**config.mk**
```make
export PLATFORM = sky130hd
export DESIGN_NAME = single_wire_sensor_frame_decoder
export DESIGN_NICKNAME = d
export VERILOG_FILES = /design/src/design/swsfd_pkg.sv /design/src/design/single_wire_sensor_frame_decoder.sv
export SDC_FILE = /design/constraint.sdc
export NUM_CORES = 1
export LEC_CHECK = 0
export BUFFER_PORTS_ARGS = -buffer_cell sky130_fd_sc_hd__buf_2
export CAP_MARGIN = 40
export CELL_PAD_IN_SITES_DETAIL_PLACEMENT = 1
export CELL_PAD_IN_SITES_GLOBAL_PLACEMENT = 2
export CORE_ASPECT_RATIO = 0.7
export CORE_UTILIZATION = 35
export CTS_BUF_LIST = sky130_fd_sc_hd__clkbuf_4
export DETAILED_ROUTE_END_ITERATION = 8
export PLACE_DENSITY_LB_ADDON = 0.3
export SETUP_SLACK_MARGIN = 0.2
export SKIP_CTS_REPAIR_TIMING = 1
export SYNTH_ARGS = -nofsm -noshare
export SYNTH_HDL_FRONTEND = slang
export SYNTH_SLANG_ARGS = --single-unit
```
**constraint.sdc**
```tcl
create_clock -name clk_i -period 6.65 [get_ports clk_i]
set_clock_uncertainty 0.2 [all_clocks]
set_input_delay 1.995 -clock clk_i [delete_from_list [all_inputs] [get_ports clk_i]]
set_output_delay 1.995 -clock clk_i [all_outputs]
set_load 0.005 [all_outputs]
```
**src/design/swsfd_pkg.sv**
```systemverilog
// ----------------------------------------------------------------------------
// swsfd_pkg: shared types and constants of the single-wire sensor frame decoder
// Item payloads, phase codes, command codes and configuration register indexes.
// ----------------------------------------------------------------------------
package swsfd_pkg;

  // Counted bits in one frame.
  localparam int unsigned FRAME_BITS = 40;
  localparam int unsigned NUM_BYTES  = 5;
  localparam int unsigned CNT_W      = 6;
  localparam int unsigned CFG_IDX_W  = 8;

  typedef enum logic [2:0] {
    PH_IDLE = 3'd0,
    PH_RESP = 3'd1,
    PH_DATA = 3'd2,
    PH_RECV = 3'd3,
    PH_DONE = 3'd4,
    PH_ERR  = 3'd5
  } phase_e;

  typedef enum logic {
    FUNC_START = 1'b0,
    FUNC_EDGE  = 1'b1
  } func_e;

  typedef enum logic [CFG_IDX_W-1:0] {
    REG_ERROR_BELOW = 8'd0,
    REG_ZERO_BELOW  = 8'd1,
    REG_ONE_ABOVE   = 8'd2,
    REG_SKIP_ABOVE  = 8'd3
  } cfg_reg_e;

  localparam logic [7:0] ERROR_BELOW_RST = 8'd40;
  localparam logic [7:0] ZERO_BELOW_RST  = 8'd70;
  localparam logic [7:0] ONE_ABOVE_RST   = 8'd120;
  localparam logic [7:0] SKIP_ABOVE_RST  = 8'd160;
  localparam logic [7:0] NOT_READY_BYTE  = 8'd255;

  // Byte order of the frame.
  localparam int unsigned B_HUM_INT  = 0;
  localparam int unsigned B_HUM_FRAC = 1;
  localparam int unsigned B_TMP_INT  = 2;
  localparam int unsigned B_TMP_FRAC = 3;
  localparam int unsigned B_CHECK    = 4;

  typedef struct packed {
    logic       func;
    logic [7:0] high_ticks;
  } in_item_t;

  typedef struct packed {
    logic [2:0] status;
    logic [7:0] humidity;
    logic [7:0] temperature;
    logic [7:0] humidity_frac;
    logic [7:0] temperature_frac;
    logic [7:0] check_byte;
    logic [7:0] check_diff;
  } out_item_t;

endpackage

```
**src/design/single_wire_sensor_frame_decoder.sv**
```systemverilog
// ----------------------------------------------------------------------------
// single_wire_sensor_frame_decoder
// Decodes the pulse widths of a single-wire humidity/temperature sensor frame.
// ----------------------------------------------------------------------------
// Each input item is a start command or a falling edge with the preceding high
// pulse width in ticks; every item yields one result with the phase, the five
// frame bytes and the checksum difference. An item is decoded by the logic
// between the phase/byte registers and the result register, so one item is
// taken per clock unless the input stalls; the result is registered. A
// two-entry output stage (result register plus skid register) keeps the input
// open while one result waits; the input stalls only when both are full.
// Configuration writes are always ready and take effect at once.
module single_wire_sensor_frame_decoder (
  input  logic                                 clk_i,
  input  logic                                 rst_ni,
  input  logic                                 in_valid_i,
  output logic                                 in_stall_o,
  input  swsfd_pkg::in_item_t                  in_item_i,
  output logic                                 out_valid_o,
  input  logic                                 out_stall_i,
  output swsfd_pkg::out_item_t                 out_item_o,
  input  logic                                 cfg_valid_i,
  output logic                                 cfg_ready_o,
  input  logic [swsfd_pkg::CFG_IDX_W-1:0]      cfg_index_i,
  input  logic [7:0]                           cfg_data_i
);

  logic [7:0] error_below_q, zero_below_q, one_above_q, skip_above_q;

  swsfd_pkg::phase_e             phase_q, phase_d;
  logic [swsfd_pkg::CNT_W-1:0]   bit_count_q, bit_count_d;
  logic [7:0]                    data_q [swsfd_pkg::NUM_BYTES];
  logic [7:0]                    data_d [swsfd_pkg::NUM_BYTES];

  swsfd_pkg::out_item_t out_q, skid_q, result;
  logic                 out_valid_q, skid_valid_q;
  logic                 accept, cfg_write, shift_en;
  logic                 is_zero, is_one;
  logic [2:0]           byte_idx;
  logic [7:0]           sum4;

  assign cfg_ready_o = 1'b1;
  assign cfg_write   = cfg_valid_i & cfg_ready_o;
  assign in_stall_o  = skid_valid_q;
  assign accept      = in_valid_i & ~skid_valid_q;
  assign out_valid_o = out_valid_q;
  assign out_item_o  = out_q;

  // Configuration registers; indexes beyond the list are dropped.
  always_ff @(posedge clk_i or negedge rst_ni) begin
    if (!rst_ni) begin
      error_below_q <= swsfd_pkg::ERROR_BELOW_RST;
      zero_below_q  <= swsfd_pkg::ZERO_BELOW_RST;
      one_above_q   <= swsfd_pkg::ONE_ABOVE_RST;
      skip_above_q  <= swsfd_pkg::SKIP_ABOVE_RST;
    end else if (cfg_write) begin
      unique case (cfg_index_i)
        swsfd_pkg::REG_ERROR_BELOW: error_below_q <= cfg_data_i;
        swsfd_pkg::REG_ZERO_BELOW:  zero_below_q  <= cfg_data_i;
        swsfd_pkg::REG_ONE_ABOVE:   one_above_q   <= cfg_data_i;
        swsfd_pkg::REG_SKIP_ABOVE:  skip_above_q  <= cfg_data_i;
        default: ;
      endcase
    end
  end

  assign is_zero  = in_item_i.high_ticks < zero_below_q;
  assign is_one   = in_item_i.high_ticks > one_above_q;
  assign byte_idx = bit_count_q[swsfd_pkg::CNT_W-1:3];

  // Next phase, bit count and frame bytes for the item at the input.
  always_comb begin
    phase_d     = phase_q;
    bit_count_d = bit_count_q;
    shift_en    = 1'b0;
    if (in_item_i.func == swsfd_pkg::FUNC_START) begin
      phase_d = swsfd_pkg::PH_RESP;
    end else begin
      unique case (phase_q)
        swsfd_pkg::PH_RESP: begin
          if (in_item_i.high_ticks > skip_above_q) begin
            phase_d     = swsfd_pkg::PH_RECV;
            bit_count_d = '0;
          end else begin
            phase_d = swsfd_pkg::PH_DATA;
          end
        end
        swsfd_pkg::PH_DATA: begin
          phase_d     = swsfd_pkg::PH_RECV;
          bit_count_d = '0;
        end
        swsfd_pkg::PH_RECV: begin
          if (in_item_i.high_ticks < error_below_q) begin
            phase_d = swsfd_pkg::PH_ERR;
          end else begin
            shift_en = 1'b1;
            if (bit_count_q >= swsfd_pkg::CNT_W'(swsfd_pkg::FRAME_BITS - 1)) begin
              phase_d = swsfd_pkg::PH_DONE;
            end
            bit_count_d = bit_count_q + 1'b1;
          end
        end
        default: ;
      endcase
    end
  end

  // A width can be both below zero_below and above one_above: shift 0 then 1.
  always_comb begin
    for (int i = 0; i < swsfd_pkg::NUM_BYTES; i++) begin
      data_d[i] = data_q[i];
      if (shift_en && byte_idx == 3'(i)) begin
        if (is_zero && is_one) begin
          data_d[i] = {data_q[i][5:0], 2'b01};
        end else if (is_zero) begin
          data_d[i] = {data_q[i][6:0], 1'b0};
        end else if (is_one) begin
          data_d[i] = {data_q[i][6:0], 1'b1};
        end
      end
    end
  end

  assign sum4 = data_d[swsfd_pkg::B_HUM_INT] + data_d[swsfd_pkg::B_HUM_FRAC]
              + data_d[swsfd_pkg::B_TMP_INT] + data_d[swsfd_pkg::B_TMP_FRAC];

  always_comb begin
    result.status           = phase_d;
    result.humidity         = (phase_d == swsfd_pkg::PH_DONE) ?
                              data_d[swsfd_pkg::B_HUM_INT] : swsfd_pkg::NOT_READY_BYTE;
    result.temperature      = (phase_d == swsfd_pkg::PH_DONE) ?
                              data_d[swsfd_pkg::B_TMP_INT] : swsfd_pkg::NOT_READY_BYTE;
    result.humidity_frac    = data_d[swsfd_pkg::B_HUM_FRAC];
    result.temperature_frac = data_d[swsfd_pkg::B_TMP_FRAC];
    result.check_byte       = data_d[swsfd_pkg::B_CHECK];
    result.check_diff       = sum4 - data_d[swsfd_pkg::B_CHECK];
  end

  always_ff @(posedge clk_i or negedge rst_ni) begin
    if (!rst_ni) begin
      phase_q     <= swsfd_pkg::PH_IDLE;
      bit_count_q <= '0;
      for (int i = 0; i < swsfd_pkg::NUM_BYTES; i++) begin
        data_q[i] <= '0;
      end
    end else if (accept) begin
      phase_q     <= phase_d;
      bit_count_q <= bit_count_d;
      for (int i = 0; i < swsfd_pkg::NUM_BYTES; i++) begin
        data_q[i] <= data_d[i];
      end
    end
  end

  // Output stage: park the new item in the skid register while the result
  // register is held; drain the skid register first once the output moves.
  always_ff @(posedge clk_i or negedge rst_ni) begin
    if (!rst_ni) begin
      out_valid_q  <= 1'b0;
      skid_valid_q <= 1'b0;
    end else if (out_valid_q && out_stall_i) begin
      if (accept) begin
        skid_valid_q <= 1'b1;
      end
    end else begin
      out_valid_q  <= skid_valid_q | accept;
      skid_valid_q <= 1'b0;
    end
  end

  always_ff @(posedge clk_i) begin
    if (out_valid_q && out_stall_i) begin
      if (accept) begin
        skid_q <= result;
      end
    end else if (skid_valid_q) begin
      out_q <= skid_q;
    end else if (accept) begin
      out_q <= result;
    end
  end

`ifndef ASSERT_OFF
  a_skid_needs_out: assert property (@(posedge clk_i) disable iff (!rst_ni)
    skid_valid_q |-> out_valid_q)
    else $error("skid item held without a result in the output register");

  a_start_to_resp: assert property (@(posedge clk_i) disable iff (!rst_ni)
    accept && in_item_i.func == swsfd_pkg::FUNC_START |=> phase_q == swsfd_pkg::PH_RESP)
    else $error("start item did not enter the response phase");

  a_recv_count: assert property (@(posedge clk_i) disable iff (!rst_ni)
    phase_q == swsfd_pkg::PH_RECV |->
      bit_count_q < swsfd_pkg::CNT_W'(swsfd_pkg::FRAME_BITS))
    else $error("bit count ran past the frame while receiving");

  a_not_done_masked: assert property (@(posedge clk_i) disable iff (!rst_ni)
    out_valid_q && out_q.status != 3'(swsfd_pkg::PH_DONE) |->
      out_q.humidity == swsfd_pkg::NOT_READY_BYTE &&
      out_q.temperature == swsfd_pkg::NOT_READY_BYTE)
    else $error("readings shown before the frame is done");
`endif

endmodule
```
==> results of run 1 <==
-- state kept, by name (all words and copies together), names as in the netlist --
signal / cells
out_item_o: 51
skid_q: 51
data_q: 40
error_below_q: 8
one_above_q: 8
skip_above_q: 8
zero_below_q: 8
bit_count_q: 6
phase_q: 3
in_stall_o: 1
out_valid_o: 1
-- synthesized netlist by cell type (5+ instances only) --
cell | n | area, um2
sky130_fd_sc_hd__nand2_1 | 110 | 413
sky130_fd_sc_hd__edfxtp_1 | 102 | 3060
sky130_fd_sc_hd__inv_1 | 94 | 353
sky130_fd_sc_hd__o21ai_0 | 88 | 440
sky130_fd_sc_hd__dfrtp_1 | 72 | 1800
sky130_fd_sc_hd__mux2_2 | 58 | 653
sky130_fd_sc_hd__ha_1 | 39 | 488
sky130_fd_sc_hd__nor2_1 | 29 | 109
sky130_fd_sc_hd__a21oi_1 | 24 | 120
sky130_fd_sc_hd__clkbuf_1 | 22 | 82.6
sky130_fd_sc_hd__fa_1 | 20 | 400
sky130_fd_sc_hd__o22ai_1 | 20 | 125
sky130_fd_sc_hd__nand3_1 | 12 | 60.1
sky130_fd_sc_hd__dfstp_2 | 11 | 289
sky130_fd_sc_hd__xnor2_1 | 11 | 96.3
sky130_fd_sc_hd__nand4_1 | 10 | 62.6
sky130_fd_sc_hd__o22a_1 | 10 | 87.6
sky130_fd_sc_hd__a22oi_1 | 9 | 67.6
sky130_fd_sc_hd__nor2b_1 | 7 | 43.8
sky130_fd_sc_hd__a211oi_1 | 6 | 45.0
sky130_fd_sc_hd__and2_1 | 5 | 31.3
sky130_fd_sc_hd__and3_1 | 5 | 31.3
sky130_fd_sc_hd__nor3_1 | 5 | 25.0
-- how the worst min path moves through the flow --
stage,startpoint,endpoint,cells past startpoint
floorplan,data_q[7],data_q[7],2
global placement,data_q[7],data_q[7],2
detailed placement,data_q[15],data_q[15],2
CTS,data_q[15],data_q[15],2
global route,skip_above_q[3],skip_above_q[3],1
finish,data_q[15],data_q[15],2
-- metrics by stage --
stage               hold slack, ns  setup TNS [ns]  instances
floorplan                    0.250           -2.71        844
global placement             0.262           -6.33       1393
detailed placement           0.274           -7.18       1393
CTS                          0.308           -1.27       1425
global route                 0.352           -1.69       1442
finish                       0.299          -0.823       1442
-- tightest hold or removal path, cell delays in order (launching register included) --
cell and delay [ns]:
sky130_fd_sc_hd__dfrtp_1 0.37, sky130_fd_sc_hd__nand2_1 0.04, sky130_fd_sc_hd__o21ai_0 0.06
-- cell usage in the layout, fill, tap and decap left out, types with 19 or more instances in the layout --
cell,instances
sky130_fd_sc_hd__buf_4,146
sky130_fd_sc_hd__buf_2,75
sky130_fd_sc_hd__fa_1,19
sky130_fd_sc_hd__mux2_2,58
sky130_fd_sc_hd__ha_1,23
sky130_fd_sc_hd__o21ai_0,81
sky130_fd_sc_hd__nor2_1,23
sky130_fd_sc_hd__dfrtp_1,71
sky130_fd_sc_hd__edfxtp_1,102
sky130_fd_sc_hd__inv_1,88
sky130_fd_sc_hd__a21oi_1,20
sky130_fd_sc_hd__nand2_1,107
-- cell type report --
type	count	share of cell area, %
Antenna cell	1	0.0205
Sequential cell	185	42.2
Multi-Input combinational cell	534	35.7
Clock buffer	17	1.05
Tap cell	364	3.73
Inverter	95	2.93
Clock inverter	15	1.33
Timing Repair Buffer	231	13.0
-- per-layer routing --
| metal | part of all wire (%) | vias to the layer above |
|---|---|---|
| li1 | - | 3428 |
| met2 | 43 | 97 |
| met5 | 0 | - |
| met4 | 0.80 | 0 |
| met3 | 3.5 | 13 |
| met1 | 53 | 3513 |
-- power groups by stage --
| stage | combinational, uW | clock, uW | sequential [uW] |
|---|---|---|---|
| finish | 971 | 627 | 1430 |
| global route | 1090 | 689 | 1450 |
| CTS | 904 | 659 | 1430 |
| detailed placement | 900 | 0 | 1450 |
| global placement | 876 | 0 | 1450 |
| floorplan | 543 | 0 | 1440 |
-- cells by family after synthesis --
group           synth area share (%)
xor+xnor                        1.45
other cells                   0.0394
flops                           54.2
fa+ha+maj                       9.34
mux                             6.98
compound gates                  12.6
simple gates                    10.3
buf+inv                         5.13
==> qor_table.md, run 1 <==
| Quantity | Value |
|---|---|
| Kind of end point of the critical path | register |
| Max IR drop VDD | 0.118 mV |
| Floorplan Core Area | 0.0267 mm2 |
| Tightest Pin Transition | 0.812 ns |
| Timing-limited maximum frequency | 139 MHz |
| Buffers from clock root to sink, at most | 2 |
| Final weighted congestion in routability-driven placement | 0.842 |
| Max Transition Viols Final | 0 |
| Switching power | 997 uW |
| Fraction of layout cells with a size suffix above 1 | 37.9% |
| Routed wire length | 26400 um |
| 1st-iter DRT viols | 386 |
| Kind of launch point of the worst setup path | input port |
| Required time at the endpoint of the critical path | 6.82 ns |
| Static Leakage | 0.00507 uW |
| Total of endpoints with negative setup slack in the final report | 2 |
| Wire length of the first global-routing pass | 42000 um |
| Total standard cell area after synthesis | 0.00951 mm2 |
| Class of the tightest hold or removal check | register to register |
| Slowest cell on crit path | sky130_fd_sc_hd__fa_1 |
| Relative area change from synthesis to final layout | 28.3% |
| Critical Path Fanout Max | 4 |
| Classification of the worst setup path | input port to register |
| Synthesized area per cell | 11.3 um2 |
| Async S/R FF share, synth | 44.9% |
| Yosys warns | 0 |
| Combinational fraction of design power | 32.1% |
| Setup repair after global routing missed its margin | yes |
| Initial antenna violation count | 1 |
| Global routing met2 resource utilization | 28.6% |
| Reg-to-reg critical path startpoint | one_above_q[5] |
| First-pass iteration count of the detailed router | 4 |
| Count of nets left with antenna violations after detail routing | 0 |
| Register share of total power | 47.2% |
| Detailed placement HPWL | 19800 um |
| CP Launch Point | in_item_i[3] |
| Final Hold Fails | 0 |
| Number of cells on the worst reg-to-reg path | 28 |
| Die Footprint | 0.0279 mm2 |
| Slew margin rel. | 45.9% |
| Cell Pwr Density | 248 mW/mm2 |
| Met1 GRT Util | 30.7% |
| Grt peak-use layer | met1 |
| Global routing usage summed across all routing layers | 19.8% |
| Worst setup slack after layout | -0.543 ns |
| Number of top-level pins | 84 |
| Ys flop type | sky130_fd_sc_hd__edfxtp_1 |
| Max Cap Viol | 0 |
| Initial core utilization | 35.6% |
| Number of synthesized flops with an enable pin | 102 |
| Violations in the final reports | negative setup slack |
| # rows | 50 |
| Flip-flop and latch area | 0.00515 mm2 |
| Met3 routing resource usage after global routing | 3.44% |
| Category of cells accounting for the largest share of critical-path delay | adder cells |
| Fraction of the yosys area taken by sequential cells | 54.2% |
| Run status | finished with violations |
| Number of synthesized register bits | 185 |
| # H-tree levels | 4 |
| Clock transition at path regs | 0.17 ns |
| Filler cell count | 2916 |
| Post-Syn Instances | 844 |
| Cell Area, Placed | 0.0114 mm2 |
| Post-DR vias/cell | 4.89 |
| Clock insertion delay at the later pin of the skew report | 0.60 ns |
| Clk pwr share | 20.7% |
| Period Utilization, post-route | 108% |
| Via count | 7051 |
| Average wire per cell in the routed design | 18.3 um |
| Post-Place Setup Slack | -1.37 ns |
| Final core area utilization | 45.7% |
| Combined buffer and inverter count along the critical path | 6 |
| # nets final | 1153 |
| Clock sink count | 185 |
| Data arrival time of the worst path | 7.36 ns |
| Worst setup path endpoint | out_item_o[7] |
| End of the worst register-to-register path | out_item_o[7] |
| Number of clock buffers inserted by TritonCTS | 17 |
| Count of buffers inserted at the top-level ports | 82 |
| Combined area of the multi-input logic cells | 0.00435 mm2 |
| Delay of the slowest cell on the worst path | 0.53 ns |
| TritonCTS clock tree | done |
| Post-route cell area | 0.0122 mm2 |
| Die Width | 199 um |
| DRC violations left | 0 |
| Switching power share of the total | 32.9% |
| Time the worst path needs with I/O delays and setup | 7.19 ns |
| Worst R2R Setup Slack | 0.36 ns |
| CTS root buffer | sky130_fd_sc_hd__clkbuf_4 |
| Post-layout power | 3030 uW |
| Crit. path cell count | 29 |
| Pin count of the biggest net entering global routing | 81 |
| Int Pwr | 2030 uW |
| Via count of the first global-routing pass | 7373 |
| Vertical die dimension | 140 um |
| Count of distinct cell types in the synthesized netlist | 65 |
| Post-Synthesis Net Count | 933 |
| Overall overflow remaining after global route | 0 |
Power figures use the tool's default switching activity.
==> run 2, diff against run 1 <==
RECOVER_POWER = 50   (was default)
clock period = 7.6 ns   (was 6.65 ns; I/O delays follow)
==> run 2 against run 1 <==
  * The run ends with max-capacitance violations, max-slew violations left
  * Sequential power down 13%
  * Power down 12%
  * Clock-buffer cell count up 3
  * Wire length down 0.24%
  * Critical path type unchanged
  * Highest routed layer unchanged
==> qor_table.md, run 2 (synthesis gave the netlist of run 1 again) <==
| Quantity | Value | Delta |
|---|---|---|
| Run status | finished with violations |  |
| Violations in the final reports | max-capacitance violations, max-slew violations |  |
| Clock insertion delay at the later pin of the skew report | 0.61 ns | about the same |
| # nets final | 1143 | -0.87% |
| Number of cells on the worst reg-to-reg path | 26 | -7.1% |
| # H-tree levels | 4 | unchanged |
| Crit. path cell count | 25 | -14% |
| Hold Crit Depth | 2 | unchanged |
| Tightest Pin Transition | 3.01 ns | +2.20 ns |
| Initial core utilization | 35.6% | unchanged |
| Leading cell type in the layout, fill and taps excluded | sky130_fd_sc_hd__buf_4 |  |
| Classification of the worst setup path | input port to register |  |
| Slowest cell on crit path | sky130_fd_sc_hd__fa_1 |  |
| Static Leakage | 0.00497 uW | -2.0% |
| Period Utilization, post-route | 98.1% |  |
| Timing-limited maximum frequency | 134 MHz |  |
| Kind of launch point of the worst setup path | input port |  |
| Clock sink count | 185 | unchanged |
| 1st-iter DRT viols | 300 | -22% |
| Number of clock buffers inserted by TritonCTS | 17 | unchanged |
| Initial antenna violation count | 1 | unchanged |
| Cell Area, Placed | 0.0113 mm2 | -1.2% |
| Final Hold Fails | 0 | unchanged |
| Combined area of the multi-input logic cells | 0.00438 mm2 | +0.72% |
| Post-route cell area | 0.0122 mm2 | -0.45% |
| Floorplan Core Area | 0.0267 mm2 | unchanged |
| First-pass iteration count of the detailed router | 4 | unchanged |
| Global routing usage summed across all routing layers | 19.8% | about the same |
| Count of nets left with antenna violations after detail routing | 0 | unchanged |
| Max Cap Viol | 5 | +5 |
| Buffers from clock root to sink, at most | 2 | unchanged |
| Data arrival time of the worst path | 7.65 ns | +0.29 ns |
| Category of cells accounting for the largest share of critical-path delay | adder cells |  |
| Relative area change from synthesis to final layout | 27.7% |  |
| Setup Total Neg Slack | 0 ns | +0.823 ns |
| Pin count of the biggest net entering global routing | 86 | +6.2% |
| Setup repair after global routing missed its margin | yes |  |
| Vertical die dimension | 140 um | unchanged |
| Class of the tightest hold or removal check | register to register |  |
| Wire length of the first global-routing pass | 41700 um | -0.61% |
| Delay of the slowest cell on the worst path | 0.53 ns | about the same |
| Time the worst path needs with I/O delays and setup | 7.45 ns |  |
| Total of endpoints with negative setup slack in the final report | 0 | -2 |
| Cell Pwr Density | 219 mW/mm2 | -12% |
| Final core area utilization | 45.5% | -0.21 points |
| Die Footprint | 0.0279 mm2 | unchanged |
| Count of buffers inserted at the top-level ports | 82 | unchanged |
| Post-DR vias/cell | 4.96 | +1.4% |
| TritonCTS clock tree | done |  |
| Max IR drop VDD | 0.0830 mV | -29% |
| Via count of the first global-routing pass | 7292 | -1.1% |
| Routed wire length | 26300 um | -0.24% |
| Clock transition at path regs | 0.17 ns | about the same |
| CTS root buffer | sky130_fd_sc_hd__clkbuf_4 |  |
| Overall overflow remaining after global route | 0 | unchanged |
| Die Width | 199 um | unchanged |
| Post-layout power | 2660 uW | -12% |
| Combined buffer and inverter count along the critical path | 4 | -2 |
| Critical Path Fanout Max | 8 | +4 |
| Kind of end point of the critical path | register |  |
| # rows | 50 | unchanged |
| Flip-flop and latch area | 0.00515 mm2 | unchanged |
| Fraction of layout cells with a size suffix above 1 | 36.0% | -1.9 points |
| Number of top-level pins | 84 | unchanged |
| Detailed placement HPWL | 19400 um | -2.0% |
| Max Transition Viols Final | 276 | +276 |
| Required time at the endpoint of the critical path | 7.80 ns | +0.98 ns |
| Final weighted congestion in routability-driven placement | 0.858 | +1.9% |
| DRC violations left | 0 | unchanged |
| Filler cell count | 2969 | +1.8% |
| Average wire per cell in the routed design | 18.4 um | +0.46% |
| Slew margin rel. | -101% | -150 points |
| Via count | 7101 | +0.71% |
| Most frequent cells in the layout | sky130_fd_sc_hd__buf_4, sky130_fd_sc_hd__nand2_1, sky130_fd_sc_hd__edfxtp_1, sky130_fd_sc_hd__inv_1, sky130_fd_sc_hd__o21ai_0 |  |
[run 2: cell types whose count changed in the layout (fill, tap and decap cells not counted), moves of 3 or more]
cell / previous run / this run
sky130_fd_sc_hd__buf_2: 75 / 60
sky130_fd_sc_hd__clkinv_8: 4 / 0
sky130_fd_sc_hd__nand2_2: 0 / 3
sky130_fd_sc_hd__clkbuf_1: 0 / 18
sky130_fd_sc_hd__clkbuf_4: 17 / 20
sky130_fd_sc_hd__ha_4: 15 / 18
sky130_fd_sc_hd__buf_4: 146 / 131
sky130_fd_sc_hd__ha_1: 23 / 20
[run 2: worst paths after layout]
| path | start | end | slack (ns) |
|---|---|---|---|
| setup / recovery | in_item_i[2] | out_item_o[7] | 0.15 |
| hold / removal | data_q[15] | data_q[15] | 0.31 |
| setup reg to reg | one_above_q[4] | out_item_o[7] | 1.32 |
| hold reg to reg | data_q[15] | data_q[15] | 0.31 |
| max in group asynchronous | rst_ni | in_stall_o | 1.39 |
| min in group asynchronous | rst_ni | error_below_q[1] | 2.08 |
[run 2: tightest hold or removal path, stage by stage (launching register included)]
cell                      delay, ns
sky130_fd_sc_hd__dfrtp_1       0.37
sky130_fd_sc_hd__nand2_1       0.05
sky130_fd_sc_hd__o21ai_0       0.06
[run 2: area by class of cell]
type,instances,share of cell area (%)
diodes,1,0.0206
clock inverters,12,1.18
multi-input cells,534,36.1
repair buffers,221,12.3
clock buffers,20,1.24
inverters,95,2.99
well taps,364,3.75
flip-flops and latches,185,42.4
[run 2: power breakdown]
group	switching [uW]	internal, uW	total (uW)
clock	373	213	587
sequential	51.3	1200	1250
combinational	418	403	821
[run 2: routing by layer]
metal | share of wire (%) | GRT usage (%) | vias to the layer above
met2 | 43 | 28.2 | 83
met1 | 52 | 30.7 | 3584
met4 | 1.3 | 4.66 | 0
met3 | 3.2 | 3.44 | 22
li1 | - | - | 3412
met5 | 0 | 0 | -
[run 2: stage by stage]
stage	instances	hold WS [ns]	setup WS, ns
final	1432	0.305	0.145
after global routing	1432	0.340	-0.00496
after CTS	1409	0.310	-0.100
after detailed placement	1377	0.275	-0.808
after global placement	1376	0.263	-0.606
after floorplan	844	0.250	-0.340
